<file path="config.mk">
export PLATFORM = sky130hd
export DESIGN_NAME = spbq_ctrl
export DESIGN_NICKNAME = d
export VERILOG_FILES = /design/src/hdl/spbq_pkg.sv /design/src/hdl/spbq_ctrl.sv
export SDC_FILE = /design/constraint.sdc
export NUM_CORES = 1
export LEC_CHECK = 0
export BUFFER_PORTS_ARGS = -buffer_cell sky130_fd_sc_hd__buf_2
export CORE_AREA = 2 2 39 41
export DETAILED_ROUTE_END_ITERATION = 8
export DIE_AREA = 0 0 41 43
export GPL_TIMING_DRIVEN = 0
export HOLD_SLACK_MARGIN = 0.08
export PLACE_DENSITY = 0.32
export SLEW_MARGIN = 20
export SYNTH_ARGS = -nofsm -noshare
export SYNTH_HDL_FRONTEND = slang
export SYNTH_SLANG_ARGS = --single-unit
</file>
<file path="constraint.sdc">
create_clock -name clock -period 1.1 [get_ports clock]
set_input_delay 0.11 -clock clock [delete_from_list [all_inputs] [get_ports clock]]
set_output_delay 0.11 -clock clock [all_outputs]
set_load 0.01 [all_outputs]
</file>
<file path="src/hdl/spbq_pkg.sv">
// Package for the strict-priority byte queue: sizes, codes, command type.
// No dependencies.
package spbq_pkg;
   localparam int MaxClasses      = 8;
   localparam int EntriesPerClass = 64;
   localparam int TagBits         = 16;
   localparam int ClassBits       = (MaxClasses > 1) ? $clog2(MaxClasses) : 1;
   localparam int PtrBits         = $clog2(EntriesPerClass);
   localparam int CountBits       = $clog2(EntriesPerClass + 1);
   localparam int StoreDepth      = MaxClasses * EntriesPerClass;
   localparam int AddrBits        = $clog2(StoreDepth);
   localparam int ByteBits        = 32;
   localparam int NqBits          = $clog2(MaxClasses + 1);

   localparam logic [2:0] ST_QUEUED   = 3'd0;
   localparam logic [2:0] ST_OVER     = 3'd1;
   localparam logic [2:0] ST_FULL     = 3'd2;
   localparam logic [2:0] ST_BADCLASS = 3'd3;
   localparam logic [2:0] ST_MARKERR  = 3'd4;
   localparam logic [2:0] ST_DEQUEUED = 3'd5;
   localparam logic [2:0] ST_EMPTY    = 3'd6;

   localparam logic OP_ENQ = 1'b0;
   localparam logic OP_DEQ = 1'b1;

   localparam logic [2:0] REG_NUM_QUEUES = 3'd0;
   localparam logic [2:0] REG_QLIMIT     = 3'd1;
   localparam logic [2:0] REG_MEAN       = 3'd2;
   localparam logic [2:0] REG_THRESH     = 3'd3;
   localparam logic [2:0] REG_MARKMODE   = 3'd4;

   localparam logic [1:0] MARK_QUEUE = 2'd1;
   localparam logic [1:0] MARK_PORT  = 2'd2;

   typedef struct packed {
      logic operation;
      logic [3:0] priority_req;
      logic [15:0] pkt_bytes;
      logic [15:0] pkt_tag;
   } req_type;

   typedef struct packed {
      logic [2:0] status;
      logic [15:0] out_tag;
      logic [2:0] out_priority;
      logic [15:0] out_bytes;
   } rsp_type;

   // controller -> datapath
   typedef struct packed {
      logic load;     // capture request and its decision
      logic commit;   // apply decision, read store data, build result
   } cmd_type;
endpackage

</file>
<file path="src/hdl/spbq_ctrl.sv">
// Controller: accepts a beat, sequences decision and commit, holds the result.
// Depends on spbq_pkg.
module spbq_ctrl (
   input  logic clock,
   input  logic reset,
   input  logic req_valid,
   output logic req_ready,
   output logic rsp_valid,
   input  logic rsp_ready,
   output spbq_pkg::cmd_type cmd
);
   import spbq_pkg::*;

   typedef enum logic [1:0] {S_IDLE, S_EXEC, S_HOLD} state_type;
   state_type state_ff, state_in;
   logic rsp_valid_ff, rsp_valid_in;

   // take a new beat when the result slot is free or draining this cycle
   assign req_ready = (state_ff == S_IDLE) || (state_ff == S_HOLD && rsp_ready);
   assign cmd.load = req_valid && req_ready;
   assign cmd.commit = (state_ff == S_EXEC);
   assign rsp_valid = rsp_valid_ff;

   always_comb begin
      state_in = state_ff;
      rsp_valid_in = rsp_valid_ff;
      unique case (state_ff)
         S_IDLE: begin
            if (req_valid) state_in = S_EXEC;
         end
         S_EXEC: begin
            state_in = S_HOLD;
            rsp_valid_in = 1'b1;
         end
         S_HOLD: begin
            if (rsp_ready) begin
               rsp_valid_in = 1'b0;
               state_in = req_valid ? S_EXEC : S_IDLE;
            end
         end
         default: state_in = S_IDLE;
      endcase
   end

   always_ff @(posedge clock) begin
      if (reset) begin
         state_ff <= S_IDLE;
         rsp_valid_ff <= 1'b0;
      end else begin
         state_ff <= state_in;
         rsp_valid_ff <= rsp_valid_in;
      end
   end
endmodule

</file>
# --- Word-level counts from Yosys, hierarchy flattened ---
# Cells that the tools add are included.
totals:
  output_inout_bits: 4
  wordCells: 19
  ff_bits: 3
  in_bits: 4
classes:
  n_mux: 6
  n_reduce_logical: 7
  n_eq_ne: 4
ops:
  columns: ["operator", "count"]
  rows:
  - ["case mux 2 bit (3 select lines)", 1]
  - ["2-to-1 mux 2 bit", 2]
  - ["!= test 2 bit (second input constant)", 2]
  - ["AND reduction 2 bit", 2]
  - ["== test 2 x 1 -> 1 bit (second input constant)", 1]
  - ["== test 2 bit (second input constant)", 1]
  - ["logical AND 1 bit", 2]
  - ["logical NOT 2 bit", 1]
  - ["2-to-1 mux 1 bit", 2]
  - ["case mux 1 bit (2 select lines)", 1]
  - ["nonzero test 2 bit", 1]
  - ["logical OR 1 bit", 1]

# --- Longest topological paths before layout ---
# Gate-level depths: netlist of the first run.
depth:
  ltp_word: 4
  depth_mapped: 2
  depth_no_buf: 2

# --- Worst setup path before layout of the first run ---
# No wires, ideal clock.
synth_timing:
  kind: "register -> output"
  start: "reg state_ff[1]"
  end: "out cmd[1] in the netlist's numbering"
  required_time_ns: 0.990
  path_stages_with_launch: 3
  arrival_time_ns: 0.802
  path_buffers: 0
  setup_slack_ns: 0.188
  cell_sequence: "dfxtp_1 nor2b_4 nor3b_1"
synth_rtl:
  columns: ["item", "line_no", "rtl"]
  rows:
  - ["start: declaration", "spbq_ctrl.sv:15", "state_type state_ff, state_in;"]
  - ["start signal: assignment", "spbq_ctrl.sv:50", "state_ff <= state_in;"]
  - ["end: declaration", "spbq_ctrl.sv:10", "output spbq_pkg::cmd_type cmd"]

==> summary.txt, run 1 <==
status = complete, no violations
crit path kind = reg -> out
Cells after Synth = 15
area post-placement = 231 um2
minimum clock period after layout = 1.10 ns
MaxCap Viol Count = 0
# IOs = 8
CP startpoint kind = flop
leakage = 0.000136 uW
Final Instance Count excl. Fillers = 45
Max Fclk = 912 MHz
Synth cell types = 11
H-tree levels = 1
WP buf/inv = 1
clock skew = 0.00444 ns
Synth Area per Inst = 11.8 um2
worst hold stages = 2
worst vdd ir = 449 uV
root buffer cell = clkbuf_4
Critical path origin = state_ff[1]$_SDFFE_PP0P_
Slew headroom = 88.9%
total CTS buffers = 3
vias in the first global route = 156
Seq/Total Area, Yosys = 34.0%
worst min path class = in -> reg
antenna diode count = 0
crit path cell chain = nor2b_4 -> nor3b_2 -> buf_2
initial antenna violation count = 0
final count of hold timing violations = 0
largest net degree at the start of global routing = 7
crit path DAT = 0.99 ns
Clock Tree Buf Depth = 2
Total Routing Usage GR = 5.92%
Final ANT Viol Nets = 0
CP top delay family = flip-flops
PwrDens = 1280 nW/um2
clock sinks = 3
Final period util = 99.7%
IO buf count = 7
FF-to-FF Start = state_ff[1]$_SDFFE_PP0P_
total power = 390 uW
#FFs+latches synth = 3
WHS = 0.157 ns
design area = 305 um2
Worst R2R Path Depth = 3
Die Wd = 41 um
Final nets = 34
GPL Wtd Cong = 0.731
Routed wire per std cell = 8.87 um
Synth warnings = 0
RSZ-0062 raised after global routing = true
Initial DRC Count = 2
Worst Setup End Kind = primary output
cell depth of the worst setup path = 3
actual slew at the worst max-slew pin = 0.166 ns
CTS tree = built
clk slew on worst S/H paths = 0.04 ns
clk_lat worst skew = 0.23 ns
layout overhead on the synthesized area = 73.0%
Setup violations, final = 0
Max Fanout on Critical Path = 3
worst path required time = 0.99 ns
# DRC = 0
Core Region = 1380 um2
Initial Util = 12.7%
placed insts = 38
Vias/cell = 3.44
slowest cell on the critical path = dfxtp_4
layout cells sized above 1 = 72.4%
Site Rows = 14
Hold Crit Start = req_valid
grt ovf = 0
total die area = 1760 um2
slowest stage delay, CP = 0.35 ns
first-pass GRT wire length = 634 um
via count = 155
Post-Syn Area = 176 um2
chip height = 43 um
TritonRoute pass-1 iters = 4
final slew viol count = 0
utilization after layout = 22.1%
final wirelength = 399 um
post-synth net total = 19
flip-flops by register name, indices dropped and copies added (netlist names):
signal,flops
rsp_valid,1
state_ff,2
cell families (layout without fill, tap and decap cells):
logic type	count (synthesis)	count (layout)	share of synthesized area, %
buf+inv	3	17	8.51
compound gates	3	3	19.9
simple gates	6	6	37.6
flops	3	3	34.0
layout by cell type (no fill, tap or decap):
cell           count
buf_2              6
clkbuf_4           3
nor2b_4            2
nor3b_2            2
inv_1              2
buf_6              2
buf_4              2
dfxtp_4            2
nor2_1             1
o21ba_1            1
a21bo_1            1
a221oi_2           1
nor4b_2            1
clkbuf_1           1
dlygate4sd3_1      1
dfxtp_1            1
path summary, 6_finish.rpt:
path	to	slack [ns]
min reg2reg	state_ff[0]$_SDFFE_PP0P_	0.46
max	cmd[1]	0.004
max reg2reg	rsp_valid$_SDFFE_PP0P_	0.17
min	state_ff[0]$_SDFFE_PP0P_	0.16
where the power goes:
part / internal (uW) / switching [uW] / total [uW]
clock network: 136 / 59.3 / 195
registers: 115 / 8.82 / 124
logic: 43.2 / 27.7 / 70.9
through the flow:
step	setup slack [ns]	setup TNS, ns
after floorplan	0.188	0
after global placement	0.150	0
after detailed placement	0.156	0
after CTS	-0.0212	-0.0212
after global routing	-0.0418	-0.0442
final	0.00374	0
area by class of cell:
class | instances | area, um2
multi-input combinational | 9 | 106
buffer | 1 | 11.3
sequential | 3 | 67.6
tap | 16 | 20.0
clock buffer | 4 | 26.3
timing repair buffer | 10 | 66.3
inverter | 2 | 7.51
fill | 153 | 1080
Yosys cell counts:
cell type,number,area (um2)
a21bo_1,1,10.0
a221oi_2,1,15.0
buf_4,1,7.51
dfxtp_1,3,60.1
inv_1,2,7.51
nor2_1,1,3.75
nor2b_4,2,27.5
nor3b_1,1,7.51
nor3b_2,1,12.5
nor4b_2,1,15.0
o21ba_1,1,10.0
per-layer routing:
metal	wire length, um	GRT usage [%]
met1	144	4.81
met2	234	9.06
met3	20	4.71
met4	0	4.00
met5	0	0
repair_timing:
action                                  CTS  global route
buffers inserted                          1             1
endpoints found under the hold margin     1             0
resized for setup                         5             3
hold buffers                              1             0
endpoints found under the setup margin    3             3
No activity file was read; power rests on OpenSTA's default activity.
==> run 2: changes to the inputs <==
PLACE_DENSITY = 0.39   (was 0.32)
==> summary.txt, run 2 (same netlist as run 1, synthesis figures left out) <==
most common cell after layout, fill and taps aside = buf_2
Setup violations, final = 1 (+1)
layout cells sized above 1 = 73.3% (+0.92 points)
area post-placement = 231 um2 (unchanged)
FF-to-FF Start = state_ff[1]$_SDFFE_PP0P_
final wirelength = 417 um (+4.5%)
Multi-input gate area = 106 um2 (unchanged)
chip height = 43 um (unchanged)
FF/Latch Area = 67.6 um2 (unchanged)
clock skew = 0.00332 ns (-0.00112 ns)
Final period util = 100% (+0.44 points)
clk_lat worst skew = 0.23 ns (about the same)
fill count = 158 (+3.3%)
Clock Tree Buf Depth = 2 (unchanged)
vias in the first global route = 169 (+8.3%)
reg2reg setup slack = 0.17 ns (about the same)
Worst R2R Path Depth = 3 (unchanged)
CP startpoint kind = flop
status = complete, but fails checks
antenna diode count = 0 (unchanged)
Die Wd = 41 um (unchanged)
total die area = 1760 um2 (unchanged)
crit path DAT = 0.99 ns (about the same)
GPL Wtd Cong = 0.601 (-18%)
final worst slack = -0.00113 ns (-0.00487 ns)
CTS tree = built
leakage = 0.000141 uW (+3.0%)
first-pass GRT wire length = 690 um (+8.8%)
Initial Util = 12.7% (unchanged)
RSZ-0062 raised after global routing = true
violated checks = setup timing
root buffer cell = clkbuf_4
# IOs = 8 (unchanged)
placed insts = 38 (unchanged)
grt ovf = 0 (unchanged)
H-tree levels = 1 (unchanged)
design area = 309 um2 (+1.2%)
Final ANT Viol Nets = 0 (unchanged)
largest net degree at the start of global routing = 7 (unchanged)
Slew headroom = 88.4% (-0.46 points)
worst r2r dst = rsp_valid$_SDFFE_PP0P_
worst slack at placement = 0.136 ns (-0.0200 ns)
final slew viol count = 0 (unchanged)
MaxCap Viol Count = 0 (unchanged)
total CTS buffers = 3 (unchanged)
clk slew on worst S/H paths = 0.04 ns (about the same)
Core Region = 1380 um2 (unchanged)
Vias/cell = 3.57 (+3.5%)
clock sinks = 3 (unchanged)
Max Fclk = 908 MHz (-0.44%)
max reg flops = 2 (unchanged)
WHS = 0.161 ns (+0.00412 ns)
IO buf count = 7 (unchanged)
CP endpoint = cmd[1]
Final nets = 35 (+2.9%)
# DRC = 0 (unchanged)
worst min path class = in -> reg
layout overhead on the synthesized area = 75.2%
Site Rows = 14 (unchanged)
Final Instance Count excl. Fillers = 46 (+2.2%)
minimum clock period after layout = 1.10 ns (+0.00487 ns)
worst vdd ir = 366 uV (-18%)
Critical path origin = state_ff[1]$_SDFFE_PP0P_
commonest cells after routing, fill and taps aside = buf_2, buf_4, clkbuf_4
actual slew at the worst max-slew pin = 0.173 ns (+0.00688 ns)
via count = 164 (+5.8%)
crit path kind = reg -> out
Total Routing Usage GR = 6.33% (+0.41 points)
worst path required time = 0.99 ns (about the same)
largest register by flop count = state_ff
TritonRoute pass-1 iters = 1 (-3)
PwrDens = 1260 nW/um2 (-1.3%)
Max Fanout on Critical Path = 3 (unchanged)
initial antenna violation count = 0 (unchanged)
final count of hold timing violations = 0 (unchanged)
Worst Setup End Kind = primary output
Initial DRC Count = 0 (-2)
Routed wire per std cell = 9.07 um (+2.2%)
run 2: cell count changes in the layout (fill, tap and decap cells not counted):
cell,before,now
buf_6,2,1
buf_4,2,4
run 2: metal layers:
layer  up-vias  track usage (%)  wire (um)
met2         8             6.88        182
met5         -                0          0
met4         0             8.00          0
met1        73             7.40        187
met3         0             3.14         47
li1         83                -          -
run 2: worst min path at each step:
stage,from,to,cells past startpoint
finish,req_valid,state_ff[0]$_SDFFE_PP0P_,2
global route,req_valid,state_ff[0]$_SDFFE_PP0P_,2
CTS,req_valid,state_ff[0]$_SDFFE_PP0P_,2
detailed placement,reset,rsp_valid$_SDFFE_PP0P_,2
global placement,reset,rsp_valid$_SDFFE_PP0P_,2
floorplan,reset,rsp_valid$_SDFFE_PP0P_,1
run 2: stage by stage:
| stage | TNS [ns] | util [%] | total power [uW] |
|---|---|---|---|
| detailed placement | 0 | 16.7 | 185 |
| CTS | -0.0191 | 20.8 | 394 |
| finish | -0.00113 | 22.3 | 390 |
| global placement | 0 | 16.7 | 184 |
| global route | -0.0748 | 22.3 | 425 |
| floorplan | 0 | - | 161 |
run 2: report_power, final:
part / internal (uW) / switching, uW / leakage [uW] / total, uW
Sequential: 115 / 8.75 / 0.0000261 / 124
Combinational: 45.4 / 28.3 / 0.0000995 / 73.6
Clock: 136 / 56.6 / 0.0000150 / 193
run 2: layout make-up:
type	count	area share, %
Tap cell	16	6.48
Inverter	2	2.43
Timing Repair Buffer	12	26.3
Multi-Input combinational cell	9	34.4
Sequential cell	3	21.9
Clock buffer	4	8.50
run 2: repair_timing:
action,CTS,global route
hold endpoints to repair,2,0
gates resized for setup,5,2
setup endpoints to repair,3,2
setup buffers,1,3
hold buffers,1,0
run 2: worst max-delay path, stage by stage (launching register included):
cell     delay [ns]
dfxtp_4        0.35
nor2b_4        0.13
nor3b_2        0.13
buf_2          0.14
